<file path="config.mk">
export PLATFORM = sky130hd
export DESIGN_NAME = linked_list_node_pool
export DESIGN_NICKNAME = d
export VERILOG_FILES = /design/src/rtl/llnp_pkg.sv /design/src/rtl/llnp_datapath.sv /design/src/rtl/llnp_ctrl.sv /design/src/rtl/linked_list_node_pool.sv
export SDC_FILE = /design/constraint.sdc
export NUM_CORES = 1
export LEC_CHECK = 0
export BUFFER_PORTS_ARGS = -buffer_cell sky130_fd_sc_hd__buf_2
export CELL_PAD_IN_SITES_DETAIL_PLACEMENT = 1
export CELL_PAD_IN_SITES_GLOBAL_PLACEMENT = 1
export CORE_ASPECT_RATIO = 0.6
export CORE_UTILIZATION = 54
export DETAILED_ROUTE_END_ITERATION = 8
export PLACE_DENSITY_LB_ADDON = 0.1
export SYNTH_ARGS = -nofsm -noshare
export SYNTH_HDL_FRONTEND = slang
export SYNTH_SLANG_ARGS = --single-unit
</file>
<file path="constraint.sdc">
create_clock -name clk_i -period 5.3 [get_ports clk_i]
set_input_delay 0.53 -clock clk_i [delete_from_list [all_inputs] [get_ports clk_i]]
set_output_delay 0.53 -clock clk_i [all_outputs]
set_load 0.005 [all_outputs]
</file>
<file path="src/rtl/llnp_pkg.sv">
// Shared types and codes for the linked list node pool.
`timescale 1ns / 1ps

package llnp_pkg;

  localparam int unsigned CmdW    = 3;
  localparam int unsigned ValueW  = 32;
  localparam int unsigned HandleW = 4;
  localparam int unsigned StatusW = 3;
  localparam int unsigned SlotW   = 4;

  typedef enum logic [CmdW-1:0] {
    CMD_CLEAR     = 3'd0,
    CMD_HEAD_PUSH = 3'd1,
    CMD_TAIL_PUSH = 3'd2,
    CMD_INSERT    = 3'd3,
    CMD_HEAD_POP  = 3'd4,
    CMD_TAIL_POP  = 3'd5,
    CMD_DELETE    = 3'd6,
    CMD_FIND      = 3'd7
  } cmd_e;

  typedef enum logic [StatusW-1:0] {
    STAT_OK       = 3'd0,
    STAT_FULL     = 3'd1,
    STAT_EMPTY    = 3'd2,
    STAT_UNUSED   = 3'd3,
    STAT_NOTFOUND = 3'd4
  } status_e;

  // Datapath micro-operations, one per cycle.
  typedef enum logic [3:0] {
    DP_NOP,
    DP_LOAD,
    DP_CLEAR,
    DP_SCAN_NEXT,
    DP_PUSH_HEAD,
    DP_ALLOC,
    DP_ALLOC_INS,
    DP_SEEK_HDL,
    DP_HEAD_POP,
    DP_STEP,
    DP_INS_A,
    DP_INS_B,
    DP_LINK_TAIL,
    DP_TAIL_POP,
    DP_DEL
  } dp_op_e;

  typedef enum logic [1:0] {
    SLOT_ZERO,
    SLOT_SCAN,
    SLOT_PTR
  } slot_sel_e;

  typedef struct packed {
    dp_op_e    op;
    logic      res_load;
    status_e   res_status;
    slot_sel_e slot_sel;
  } ctrl_cmd_t;

  typedef struct packed {
    logic head_ok;
    logic hdl_ok;
    logic free_hit;
    logic scan_last;
    logic next_ok;
    logic walk_end;
    logic match;
  } dp_stat_t;

endpackage

</file>
<file path="src/rtl/llnp_datapath.sv">
// Node pool datapath: value and link memories, in-use marks, head, walk and scan registers.
`timescale 1ns / 1ps

module llnp_datapath import llnp_pkg::*; #(
  parameter int unsigned NODES = 16
) (
  input  logic                     clk_i,
  input  logic                     rst_ni,
  input  ctrl_cmd_t                ctrl_i,
  input  logic signed [ValueW-1:0] value_i,
  input  logic [HandleW-1:0]       handle_i,
  output dp_stat_t                 stat_o,
  output logic [StatusW-1:0]       status_o,
  output logic [SlotW-1:0]         slot_o
);

  localparam int unsigned NW = $clog2(NODES);
  localparam int unsigned LW = NW + 1;
  localparam logic [LW-1:0] NullLink = LW'(NODES);
  localparam logic [NW-1:0] LastSlot = NW'(NODES - 1);

  logic signed [ValueW-1:0] mem_val  [NODES];
  logic [LW-1:0]            mem_link [NODES];

  logic [NODES-1:0]         in_use_q;
  logic [LW-1:0]            head_q;
  logic [LW-1:0]            ptr_q, ptr_d;
  logic [LW-1:0]            prev_q;
  logic [LW-1:0]            cnt_q;
  logic [NW-1:0]            scan_q;
  logic [LW-1:0]            hdl_q;
  logic signed [ValueW-1:0] val_q;
  logic signed [ValueW-1:0] rd_val_q;
  logic [LW-1:0]            rd_link_q;
  logic [StatusW-1:0]       out_status_q;
  logic [SlotW-1:0]         out_slot_q;

  logic [LW-1:0]            hdl_link;
  logic [LW-1:0]            scan_ext;
  logic [LW-1:0]            next_link;
  logic                     next_ok;
  logic                     head_ok;
  logic                     hdl_ok;
  logic                     prev_null;
  logic                     link_we;
  logic [NW-1:0]            link_wa;
  logic [LW-1:0]            link_wd;
  logic                     val_we;
  logic [SlotW-1:0]         slot_pick;

  // Out-of-range handles map to the null link so they fail the in-use check.
  assign hdl_link = (32'(handle_i) < 32'(NODES)) ? LW'(handle_i) : NullLink;
  assign scan_ext = {1'b0, scan_q};

  assign head_ok   = (head_q < NullLink) && in_use_q[head_q[NW-1:0]];
  assign hdl_ok    = (hdl_q < NullLink) && in_use_q[hdl_q[NW-1:0]];
  assign next_ok   = (rd_link_q < NullLink) && in_use_q[rd_link_q[NW-1:0]];
  assign next_link = next_ok ? rd_link_q : NullLink;
  assign prev_null = (prev_q == NullLink);

  assign stat_o.head_ok   = head_ok;
  assign stat_o.hdl_ok    = hdl_ok;
  assign stat_o.free_hit  = !in_use_q[scan_q];
  assign stat_o.scan_last = (scan_q == LastSlot);
  assign stat_o.next_ok   = next_ok;
  assign stat_o.walk_end  = (cnt_q == NullLink);
  assign stat_o.match     = (rd_val_q == val_q);

  // Read data always follows the pointer register.
  always_comb begin
    unique case (ctrl_i.op)
      DP_LOAD:                   ptr_d = head_q;
      DP_SEEK_HDL, DP_ALLOC_INS: ptr_d = hdl_q;
      DP_STEP:                   ptr_d = next_link;
      default:                   ptr_d = ptr_q;
    endcase
  end

  always_comb begin
    link_we = 1'b0;
    link_wa = scan_q;
    link_wd = NullLink;
    val_we  = 1'b0;
    unique case (ctrl_i.op)
      DP_PUSH_HEAD: begin
        link_we = 1'b1;
        val_we  = 1'b1;
        link_wd = head_ok ? head_q : NullLink;
      end
      DP_ALLOC, DP_ALLOC_INS: begin
        link_we = 1'b1;
        val_we  = 1'b1;
      end
      DP_INS_A: begin
        link_we = 1'b1;
        link_wd = next_link;
      end
      DP_INS_B, DP_LINK_TAIL: begin
        link_we = 1'b1;
        link_wa = ptr_q[NW-1:0];
        link_wd = scan_ext;
      end
      DP_TAIL_POP: begin
        link_we = !prev_null;
        link_wa = prev_q[NW-1:0];
      end
      DP_DEL: begin
        link_we = 1'b1;
        link_wa = prev_q[NW-1:0];
        link_wd = next_link;
      end
      default: begin
        link_we = 1'b0;
      end
    endcase
  end

  always_comb begin
    unique case (ctrl_i.slot_sel)
      SLOT_SCAN: slot_pick = SlotW'(scan_q);
      SLOT_PTR:  slot_pick = SlotW'(ptr_q[NW-1:0]);
      default:   slot_pick = '0;
    endcase
  end

  always_ff @(posedge clk_i) begin
    if (link_we) begin
      mem_link[link_wa] <= link_wd;
    end
    if (val_we) begin
      mem_val[scan_q] <= val_q;
    end
    rd_link_q <= mem_link[ptr_d[NW-1:0]];
    rd_val_q  <= mem_val[ptr_d[NW-1:0]];
  end

  always_ff @(posedge clk_i or negedge rst_ni) begin
    if (!rst_ni) begin
      in_use_q <= '0;
      head_q   <= NullLink;
    end else begin
      unique case (ctrl_i.op)
        DP_CLEAR: begin
          in_use_q <= '0;
          head_q   <= NullLink;
        end
        DP_PUSH_HEAD: begin
          in_use_q[scan_q] <= 1'b1;
          head_q           <= scan_ext;
        end
        DP_ALLOC, DP_ALLOC_INS: begin
          in_use_q[scan_q] <= 1'b1;
        end
        DP_HEAD_POP: begin
          head_q                   <= next_link;
          in_use_q[ptr_q[NW-1:0]] <= 1'b0;
        end
        DP_TAIL_POP: begin
          if (prev_null) begin
            head_q <= NullLink;
          end
          in_use_q[ptr_q[NW-1:0]] <= 1'b0;
        end
        DP_DEL: begin
          in_use_q[ptr_q[NW-1:0]] <= 1'b0;
        end
        default: begin
          head_q <= head_q;
        end
      endcase
    end
  end

  always_ff @(posedge clk_i) begin
    ptr_q <= ptr_d;
    if (ctrl_i.op == DP_LOAD) begin
      val_q  <= value_i;
      hdl_q  <= hdl_link;
      prev_q <= NullLink;
      cnt_q  <= '0;
      scan_q <= '0;
    end
    if (ctrl_i.op == DP_SCAN_NEXT) begin
      scan_q <= scan_q + 1'b1;
    end
    if (ctrl_i.op == DP_STEP) begin
      prev_q <= ptr_q;
      cnt_q  <= cnt_q + 1'b1;
    end
    if (ctrl_i.res_load) begin
      out_status_q <= ctrl_i.res_status;
      out_slot_q   <= slot_pick;
    end
  end

  assign status_o = out_status_q;
  assign slot_o   = out_slot_q;

endmodule

</file>
<file path="src/rtl/llnp_ctrl.sv">
// Command sequencer for the node pool: decodes a request and steps the datapath.
`timescale 1ns / 1ps

module llnp_ctrl import llnp_pkg::*; (
  input  logic            clk_i,
  input  logic            rst_ni,
  input  logic            req_valid_i,
  output logic            req_ready_o,
  input  logic [CmdW-1:0] req_cmd_i,
  output logic            res_valid_o,
  input  logic            res_ready_i,
  input  dp_stat_t        stat_i,
  output ctrl_cmd_t       ctrl_o
);

  typedef enum logic [3:0] {
    S_IDLE,
    S_DECODE,
    S_SCAN,
    S_WALK,
    S_FIND,
    S_INS_A,
    S_INS_B,
    S_DEL_A,
    S_DEL_B,
    S_DONE
  } state_e;

  state_e    state_q, state_d;
  cmd_e      cmd_q, cmd_d;
  status_e   res_status_q, res_status_d;
  slot_sel_e slot_sel_q, slot_sel_d;
  logic      out_valid_q, out_valid_d;

  always_comb begin
    state_d         = state_q;
    cmd_d           = cmd_q;
    res_status_d    = res_status_q;
    slot_sel_d      = slot_sel_q;
    out_valid_d     = out_valid_q;
    ctrl_o.op         = DP_NOP;
    ctrl_o.res_load   = 1'b0;
    ctrl_o.res_status = res_status_q;
    ctrl_o.slot_sel   = slot_sel_q;

    if (out_valid_q && res_ready_i) begin
      out_valid_d = 1'b0;
    end

    unique case (state_q)
      S_IDLE: begin
        if (req_valid_i) begin
          ctrl_o.op = DP_LOAD;
          cmd_d     = cmd_e'(req_cmd_i);
          state_d   = S_DECODE;
        end
      end
      S_DECODE: begin
        res_status_d = STAT_OK;
        slot_sel_d   = SLOT_ZERO;
        unique case (cmd_q)
          CMD_CLEAR: begin
            ctrl_o.op = DP_CLEAR;
            state_d   = S_DONE;
          end
          CMD_HEAD_PUSH, CMD_TAIL_PUSH: begin
            state_d = S_SCAN;
          end
          CMD_INSERT: begin
            if (!stat_i.hdl_ok) begin
              res_status_d = STAT_UNUSED;
              state_d      = S_DONE;
            end else begin
              state_d = S_SCAN;
            end
          end
          CMD_HEAD_POP: begin
            if (!stat_i.head_ok) begin
              res_status_d = STAT_EMPTY;
            end else begin
              ctrl_o.op = DP_HEAD_POP;
            end
            state_d = S_DONE;
          end
          CMD_TAIL_POP: begin
            if (!stat_i.head_ok) begin
              res_status_d = STAT_EMPTY;
              state_d      = S_DONE;
            end else begin
              state_d = S_WALK;
            end
          end
          CMD_DELETE: begin
            if (!stat_i.hdl_ok) begin
              res_status_d = STAT_UNUSED;
              state_d      = S_DONE;
            end else begin
              ctrl_o.op = DP_SEEK_HDL;
              state_d   = S_DEL_A;
            end
          end
          CMD_FIND: begin
            if (!stat_i.head_ok) begin
              res_status_d = STAT_NOTFOUND;
              state_d      = S_DONE;
            end else begin
              state_d = S_FIND;
            end
          end
          default: begin
            state_d = S_DONE;
          end
        endcase
      end
      S_SCAN: begin
        priority if (stat_i.free_hit) begin
          slot_sel_d = SLOT_SCAN;
          unique case (cmd_q)
            CMD_HEAD_PUSH: begin
              ctrl_o.op = DP_PUSH_HEAD;
              state_d   = S_DONE;
            end
            CMD_TAIL_PUSH: begin
              if (!stat_i.head_ok) begin
                ctrl_o.op = DP_PUSH_HEAD;
                state_d   = S_DONE;
              end else begin
                ctrl_o.op = DP_ALLOC;
                state_d   = S_WALK;
              end
            end
            default: begin
              ctrl_o.op = DP_ALLOC_INS;
              state_d   = S_INS_A;
            end
          endcase
        end else if (stat_i.scan_last) begin
          res_status_d = STAT_FULL;
          state_d      = S_DONE;
        end else begin
          ctrl_o.op = DP_SCAN_NEXT;
        end
      end
      S_WALK: begin
        if (stat_i.next_ok && !stat_i.walk_end) begin
          ctrl_o.op = DP_STEP;
        end else if (cmd_q == CMD_TAIL_PUSH) begin
          ctrl_o.op = DP_LINK_TAIL;
          state_d   = S_DONE;
        end else begin
          ctrl_o.op = DP_TAIL_POP;
          state_d   = S_DONE;
        end
      end
      S_FIND: begin
        priority if (stat_i.walk_end) begin
          res_status_d = STAT_NOTFOUND;
          state_d      = S_DONE;
        end else if (stat_i.match) begin
          slot_sel_d = SLOT_PTR;
          state_d    = S_DONE;
        end else if (!stat_i.next_ok) begin
          res_status_d = STAT_NOTFOUND;
          state_d      = S_DONE;
        end else begin
          ctrl_o.op = DP_STEP;
        end
      end
      S_INS_A: begin
        ctrl_o.op = DP_INS_A;
        state_d   = S_INS_B;
      end
      S_INS_B: begin
        ctrl_o.op = DP_INS_B;
        state_d   = S_DONE;
      end
      S_DEL_A: begin
        if (!stat_i.next_ok) begin
          res_status_d = STAT_EMPTY;
          state_d      = S_DONE;
        end else begin
          ctrl_o.op = DP_STEP;
          state_d   = S_DEL_B;
        end
      end
      S_DEL_B: begin
        ctrl_o.op = DP_DEL;
        state_d   = S_DONE;
      end
      S_DONE: begin
        // Hold the result until the output register is free.
        if (!out_valid_q || res_ready_i) begin
          ctrl_o.res_load = 1'b1;
          out_valid_d     = 1'b1;
          state_d         = S_IDLE;
        end
      end
      default: begin
        state_d = S_IDLE;
      end
    endcase
  end

  always_ff @(posedge clk_i or negedge rst_ni) begin
    if (!rst_ni) begin
      state_q      <= S_IDLE;
      cmd_q        <= CMD_CLEAR;
      res_status_q <= STAT_OK;
      slot_sel_q   <= SLOT_ZERO;
      out_valid_q  <= 1'b0;
    end else begin
      state_q      <= state_d;
      cmd_q        <= cmd_d;
      res_status_q <= res_status_d;
      slot_sel_q   <= slot_sel_d;
      out_valid_q  <= out_valid_d;
    end
  end

  assign req_ready_o = (state_q == S_IDLE);
  assign res_valid_o = out_valid_q;

endmodule

</file>
<file path="src/rtl/linked_list_node_pool.sv">
// Top level of the linked list node pool: request and response streams around sequencer and datapath.
//
// A singly linked list kept in a pool of NODES slots. Each request on the slave
// stream carries a command in tuser and a value and handle in tdata; each request
// gives exactly one response on the master stream, carrying a status in tuser and
// a slot number in tdata. Requests are processed one at a time.
// Head push, tail push and insert first scan for the lowest free slot, one slot per
// cycle, up to NODES slots; tail push, tail pop and find walk the list from the head,
// one node per cycle through the link memory read port, up to NODES nodes.
// The response sits in an output register; a new request is taken while it waits,
// and a stalled receiver only holds the next response back. Reset empties the list
// and frees every slot at once; no clearing pass is needed.
`timescale 1ns / 1ps

module linked_list_node_pool import llnp_pkg::*; #(
  parameter int unsigned NODES = 16
) (
  input  logic        clk_i,
  input  logic        rst_ni,
  input  logic        s_axis_tvalid,
  output logic        s_axis_tready,
  input  logic [39:0] s_axis_tdata,   // [31:0] value, [35:32] handle, [39:36] zero
  input  logic [2:0]  s_axis_tuser,   // [2:0] cmd
  output logic        m_axis_tvalid,
  input  logic        m_axis_tready,
  output logic [7:0]  m_axis_tdata,   // [3:0] slot, [7:4] zero
  output logic [2:0]  m_axis_tuser    // [2:0] status
);

  ctrl_cmd_t          ctrl;
  dp_stat_t           stat;
  logic [StatusW-1:0] res_status;
  logic [SlotW-1:0]   res_slot;

  llnp_ctrl u_ctrl (
    .clk_i       (clk_i),
    .rst_ni      (rst_ni),
    .req_valid_i (s_axis_tvalid),
    .req_ready_o (s_axis_tready),
    .req_cmd_i   (s_axis_tuser[CmdW-1:0]),
    .res_valid_o (m_axis_tvalid),
    .res_ready_i (m_axis_tready),
    .stat_i      (stat),
    .ctrl_o      (ctrl)
  );

  llnp_datapath #(
    .NODES (NODES)
  ) u_datapath (
    .clk_i    (clk_i),
    .rst_ni   (rst_ni),
    .ctrl_i   (ctrl),
    .value_i  (s_axis_tdata[ValueW-1:0]),
    .handle_i (s_axis_tdata[ValueW+HandleW-1:ValueW]),
    .stat_o   (stat),
    .status_o (res_status),
    .slot_o   (res_slot)
  );

  assign m_axis_tdata = {4'b0000, res_slot};
  assign m_axis_tuser = res_status;

  // One request in flight: ready drops right after an accepted request.
  a_one_request: assert property (@(posedge clk_i) disable iff (!rst_ni)
    (s_axis_tvalid && s_axis_tready) |=> !s_axis_tready)
    else $error("request accepted while another was in progress");

  // A response is only written when the output register is empty or draining.
  a_no_overwrite: assert property (@(posedge clk_i) disable iff (!rst_ni)
    ctrl.res_load |-> (!m_axis_tvalid || m_axis_tready))
    else $error("pending response overwritten");

  // Failing or slotless results report slot zero.
  a_slot_zero: assert property (@(posedge clk_i) disable iff (!rst_ni)
    (m_axis_tvalid && (m_axis_tuser != STAT_OK)) |-> (m_axis_tdata == 8'h00))
    else $error("nonzero slot on failing response");

endmodule

</file>
==> results of run 1 <==
## critical path: stages (launching register included)
cell	delay, ps
edfxtp_1	650
xnor2_1	440
nand4_1	220
nor4_1	430
buf_4	240
nand3_1	110
and3_1	230
nor3_1	310
o31ai_1	210
o31ai_4	740
buf_12	250
buf_12	160
mux4_2	500
a22oi_1	260
o221ai_1	180
## power breakdown
group	internal (W)	leakage [nW]	total [W]	switching, W
logic	0.00362	3.63	0.00811	0.00449
clock network	0.00298	1.13	0.00511	0.00213
registers	0.00703	6.66	0.00758	0.000550
total	0.0136	11.4	0.0208	0.00717
## placed cells by master (no fill, tap or decap), types with 9 or more instances in the layout
master,synthesis,layout
dfrtp_1,33,33
nor2_1,102,100
clkbuf_16,0,71
xnor2_1,36,36
o22ai_1,38,38
inv_1,24,24
clkinv_2,0,12
mux4_2,48,48
buf_4,23,81
buf_12,0,17
mux2i_1,162,162
a31o_2,14,14
a22o_1,19,19
nand4_1,11,11
a211o_1,19,19
nand2b_1,9,9
nand3_1,22,22
mux2_2,99,99
a21oi_1,52,52
edfxtp_1,650,650
buf_2,31,51
a22oi_1,28,28
bufinv_16,0,9
clkbuf_1,22,13
dfxtp_1,41,41
and2_2,0,15
mux2_1,18,18
o21ai_0,16,15
nand2_1,64,64
o221ai_1,19,19
## cell families after synthesis
| family | count (synthesis) | synth area share, % |
|---|---|---|
| AND/OR/NAND/NOR | 285 | 4.69 |
| adder cells (fa/ha/maj) | 8 | 0.337 |
| XOR/XNOR | 39 | 1.15 |
| other | 1 | 0.0126 |
| multiplexers | 327 | 13.5 |
| AO/OA/AOI/OAI | 263 | 6.59 |
| buffers and inverters | 118 | 2.26 |
| flip-flops | 725 | 71.4 |
## registers in the layout, indices dropped and copies added (netlist names), 16 cells and up
name / cells
u_datapath.mem_link: 80
u_datapath.rd_val_q: 32
u_datapath.in_use_q: 16
u_datapath.val_q: 32
u_datapath.mem_val: 512
## final timing paths
kind	endpoint	slack (ps)	from	depth (start not counted)
max reg2reg	u_datapath.rd_val_q[6]	170	u_datapath.val_q[29]	14
min reg2reg	u_datapath.status_o[0]	460	u_ctrl.res_status_q[0]	0
min	u_datapath.head_q[0]	30	rst_ni	1
max	u_datapath.rd_val_q[6]	170	u_datapath.val_q[29]	14
min in group clk_i	u_datapath.val_q[22]	80	s_axis_tdata[22]	1
max in group asynchronous	u_ctrl.state_q[0]	4730	rst_ni	1
## layer usage
layer  GRT usage, %  part of all wire [%]  vias to the layer above
met5              0                     0                        -
met4           7.03                   1.8                        0
met3           6.67                   8.0                       99
met2           40.9                    43                      589
met1           42.7                    47                     8724
li1               -                     -                     7224
## cell type report
type,count,area share [%]
Clock inverter,31,1.18
Sequential cell,725,63.1
Antenna cell,2,0.0149
Inverter,26,0.290
Clock buffer,90,5.68
Multi-Input combinational cell,926,23.5
Timing Repair Buffer,149,3.58
Tap cell,714,2.66
## per-stage QoR
stage | area [um2] | util (%) | instances
after global placement | 31300 | 57.7 | 2540
after global routing | 33600 | 61.9 | 2661
after detailed placement | 31300 | 57.7 | 2540
final | 33600 | 61.9 | 2663
after CTS | 33600 | 61.9 | 2661
after floorplan | 29700 | - | 1769
==> flow_summary.json, run 1 <==
{
  "status": "complete, no violations",
  "ys_seq_area_share_pct": 71.4,
  "regArea_mm2": 0.0212,
  "fin_skew_ps": 21.6,
  "timing.fmax_ghz": 0.195,
  "clk_latency_ps": 620,
  "track_usage_pct": 28.1,
  "final_nets": 1950,
  "ios": 60,
  "syn2layout_area_growth_pct": 13.2,
  "grt_pass1_vias": 17100,
  "grt_max_degree": 38,
  "synth_cell_types": 79,
  "synth_top_cell_by_area": "edfxtp_1",
  "cts_setup_buffers": 0,
  "core-area_mm2": 0.0543,
  "syn-instance-count": 1766,
  "synth_top_area_share_pct": 65.8,
  "ys_warn_count": 0,
  "clockRootBuffer": "clkbuf_16",
  "power_density_mw_per_mm2": 619,
  "start_util_pct": 54.7,
  "async_reset_ff_share_pct": 4.69,
  "fin_ws_ps": 174,
  "synthTopCellsByCount": "edfxtp_1, mux2i_1, nor2_1",
  "via_count": 16600,
  "path_class": "flip-flop to flip-flop",
  "antenna_found_initial": 2,
  "vias_per_cell": 6.25,
  "yosysMostFrequentCell": "edfxtp_1",
  "cts_buffers": 67,
  "tns_ps": 0,
  "clock-sinks": 725,
  "cts_tree": "built",
  "post_cts.resized_instances": 0,
  "synthFlopType": "edfxtp_1",
  "post-route-min-period_ps": 5130,
  "peakVddDrop_v": 0.000475,
  "multi_input_area_mm2": 0.00790,
  "maxCapViolations": 0,
  "rows": 66,
  "die_area_mm2": 0.0559,
  "required_ps": 5770,
  "clk_pin_slew_ps": 70,
  "drc": 0,
  "wl_um": 77000,
  "clock_path_buffers": 3,
  "critPathCaptureType": "flip-flop",
  "pre_cts_ws_ps": 302,
  "antenna_left": 0,
  "port_buffers": 51,
  "grt_first_pass_wirelength_um": 114000,
  "postCtsHoldBufs": 0,
  "dr.first_iter.drc_count": 1810,
  "h-tree-depth": 3,
  "synth_edf_count": 650,
  "hold_viol": 0,
  "setup_viol": 0,
  "fp.dieW_um": 305,
  "ys_seq_elements": 725,
  "tightest_slew_ps": 1170,
  "crit_fanout": 17,
  "gr-total-overflow": 0,
  "drive_gt1_share_pct": 23.5,
  "rsz0062_at_grt": "no",
  "gp_congestion": 0.883,
  "synthTopCellsByArea": "edfxtp_1, mux2i_1, mux2_2, mux4_2, dfrtp_1",
  "die_h_um": 184,
  "hold_ws_ps": 27.1,
  "firstDrtPassIters": 7,
  "syn_area_mm2": 0.0297,
  "final.period_utilization_pct": 96.7,
  "cp-start-kind": "flip-flop",
  "total_power_w": 0.0208,
  "hp-class": "input port to asynchronous set/reset pin",
  "p_leak_nw": 11.4,
  "postSynthAreaPerCell_um2": 16.8,
  "maxSlewHeadroom_pct": 21.8,
  "fillers": 4745,
  "wl_per_cell_um": 28.9,
  "drv_slew": 0,
  "cp.arrival_ps": 5600,
  "dp_hpwl_um": 47600
}
Note: power is estimated with default switching activity, not from simulation.
==> run 2, diff against run 1 <==
Settings changed: CORE_UTILIZATION 54 to 56, CTS_BUF_LIST set to sky130_fd_sc_hd__clkbuf_4.
==> run 2 against run 1 <==
Compared with the run above:
- sequential power is essentially flat
- core utilization grew 3.8 points
- combinational power is essentially flat
- critical path type unchanged
- register-to-register slack gained 170 ps
- largest power group unchanged
- die area shrank 3.5%
- cell area grew 1.1%
- via count grew 7.0%
- flip-flop and latch count is the same
==> flow_summary.json, run 2 (synthesis results as in run 1) <==
{
  "status": "complete, no violations",
  "path_class": "flip-flop to flip-flop",
  "antenna_left": 0,
  "post_cts.resized_instances": 0,
  "dp_hpwl_um": 47700,
  "crit_fanout": 14,
  "cp.arrival_ps": 5510,
  "clk_latency_ps": 960,
  "clock_path_buffers": 3,
  "gr-total-overflow": 0,
  "vias_per_cell": 6.19,
  "antenna_found_initial": 2,
  "regMostFlops": "u_datapath.mem_val",
  "port_buffers": 51,
  "start_util_pct": 57.5,
  "die_h_um": 180,
  "hold_viol": 0,
  "grt_max_degree": 49,
  "pre_cts_ws_ps": 151,
  "layout_common_cells": "edfxtp_1, clkbuf_4, mux2i_1, nor2_1, mux2_2",
  "tightest_slew_ps": 1240,
  "required_ps": 5860,
  "p_leak_nw": 11.8,
  "clockRootBuffer": "clkbuf_4",
  "via_count": 17800,
  "h-tree-depth": 4,
  "peakVddDrop_v": 0.000375,
  "core-area_mm2": 0.0516,
  "firstDrtPassIters": 8,
  "track_usage_pct": 30.6,
  "tns_ps": 0,
  "top_layer": "met5",
  "wl_um": 80800,
  "post_dp_cell_area_mm2": 0.0312,
  "setup_viol": 0,
  "grt_first_pass_wirelength_um": 121000,
  "drt-met1-wl_um": 35200,
  "fin_ws_ps": 347,
  "critPathCaptureType": "flip-flop",
  "cts_tree": "built",
  "met2_wirelength_um": 36600,
  "postLayoutCellArea_mm2": 0.0340,
  "rows": 64,
  "largest_reg_flops": 512,
  "maxCapViolations": 0,
  "final_nets": 2096,
  "largestRegisters": "u_datapath.mem_val (512), u_datapath.mem_link (80)",
  "fp.dieW_um": 299,
  "cp-start-kind": "flip-flop",
  "dr.first_iter.drc_count": 1809,
  "drc": 0,
  "die_area_mm2": 0.0539,
  "timing.fmax_ghz": 0.202,
  "ios": 60,
  "clock-sinks": 725,
  "rsz0062_at_grt": "no",
  "power_density_mw_per_mm2": 603,
  "fillers": 4602,
  "grt_pass1_vias": 18700,
  "gp_congestion": 0.902,
  "route.met3.wl_um": 7690,
  "drv_slew": 0,
  "clk_pin_slew_ps": 80,
  "final.period_utilization_pct": 93.5,
  "post-route-min-period_ps": 4950,
  "maxSlewHeadroom_pct": 15.1,
  "syn2layout_area_growth_pct": 14.4,
  "layout_commonest_cell": "edfxtp_1",
  "wl_per_cell_um": 28.1,
  "cts_buffers": 165,
  "fin_skew_ps": 61.4,
  "drive_gt1_share_pct": 29.2,
  "hp-class": "input port to asynchronous set/reset pin"
}
==> run 2: final timing paths <==
path | cells past startpoint | slack, ps | endpoint | start
min in group clk_i | 2 | 290 | u_datapath.val_q[30] | s_axis_tdata[30]
max in group asynchronous | 2 | 4470 | u_datapath.head_q[1] | rst_ni
worst max-delay path | 12 | 350 | u_datapath.mem_link[5][0] | u_datapath.scan_q[1]
worst min register to register | 0 | 460 | u_datapath.status_o[0] | u_ctrl.res_status_q[0]
worst max register to register | 12 | 350 | u_datapath.mem_link[5][0] | u_datapath.scan_q[1]
worst min-delay path | 2 | 240 | u_ctrl.state_q[3] | rst_ni
==> run 2: power breakdown <==
group	leakage (nW)	internal, W	switching, W
clock network	1.36	0.00251	0.00229
registers	6.66	0.00703	0.000554
logic	3.81	0.00355	0.00453
total	11.8	0.0131	0.00738
==> run 2: worst max-delay path: stages, from the launching register on <==
cell,delay [ps]
edfxtp_1,780
mux2i_1,190
mux4_2,580
o32a_4,390
nand4_1,110
a31o_1,190
nor3_1,110
buf_4,170
o21ai_0,700
a22oi_1,180
a21boi_0,370
nand3_1,290
nor2_1,490
==> run 2: per-stage QoR <==
step / hold slack (ps) / instances / power [W] / utilization [%]
after global placement: 439 / 2523 / 0.0152 / 60.4
after detailed placement: 436 / 2523 / 0.0156 / 60.4
after global routing: 217 / 2874 / 0.0214 / 65.8
after CTS: 201 / 2871 / 0.0204 / 65.7
final: 241 / 2874 / 0.0205 / 65.8
after floorplan: 234 / 1769 / 0.0131 / -
==> run 2: cell type report <==
type / count / area, um2 / area share [%]
Antenna cell: 1 / 2.50 / 0.00737
Clock buffer: 265 / 1990 / 5.86
Clock inverter: 41 / 305 / 0.899
Inverter: 26 / 97.6 / 0.287
Multi-Input combinational cell: 926 / 7900 / 23.3
Sequential cell: 725 / 21200 / 62.4
Tap cell: 693 / 867 / 2.55
Timing Repair Buffer: 197 / 1610 / 4.73
==> run 2: per-layer routing <==
layer	track usage, %	vias up
met5	0	-
met4	7.67	2
met3	9.11	119
met2	45.3	849
met1	44.6	9200
li1	-	7634
==> run 2: timing repair <==
action | in CTS | in global routing
endpoints found under the hold margin | 75 | 0
hold buffers | 42 | 0
setup endpoints to repair | 0 | 37
buffers inserted | 0 | 2
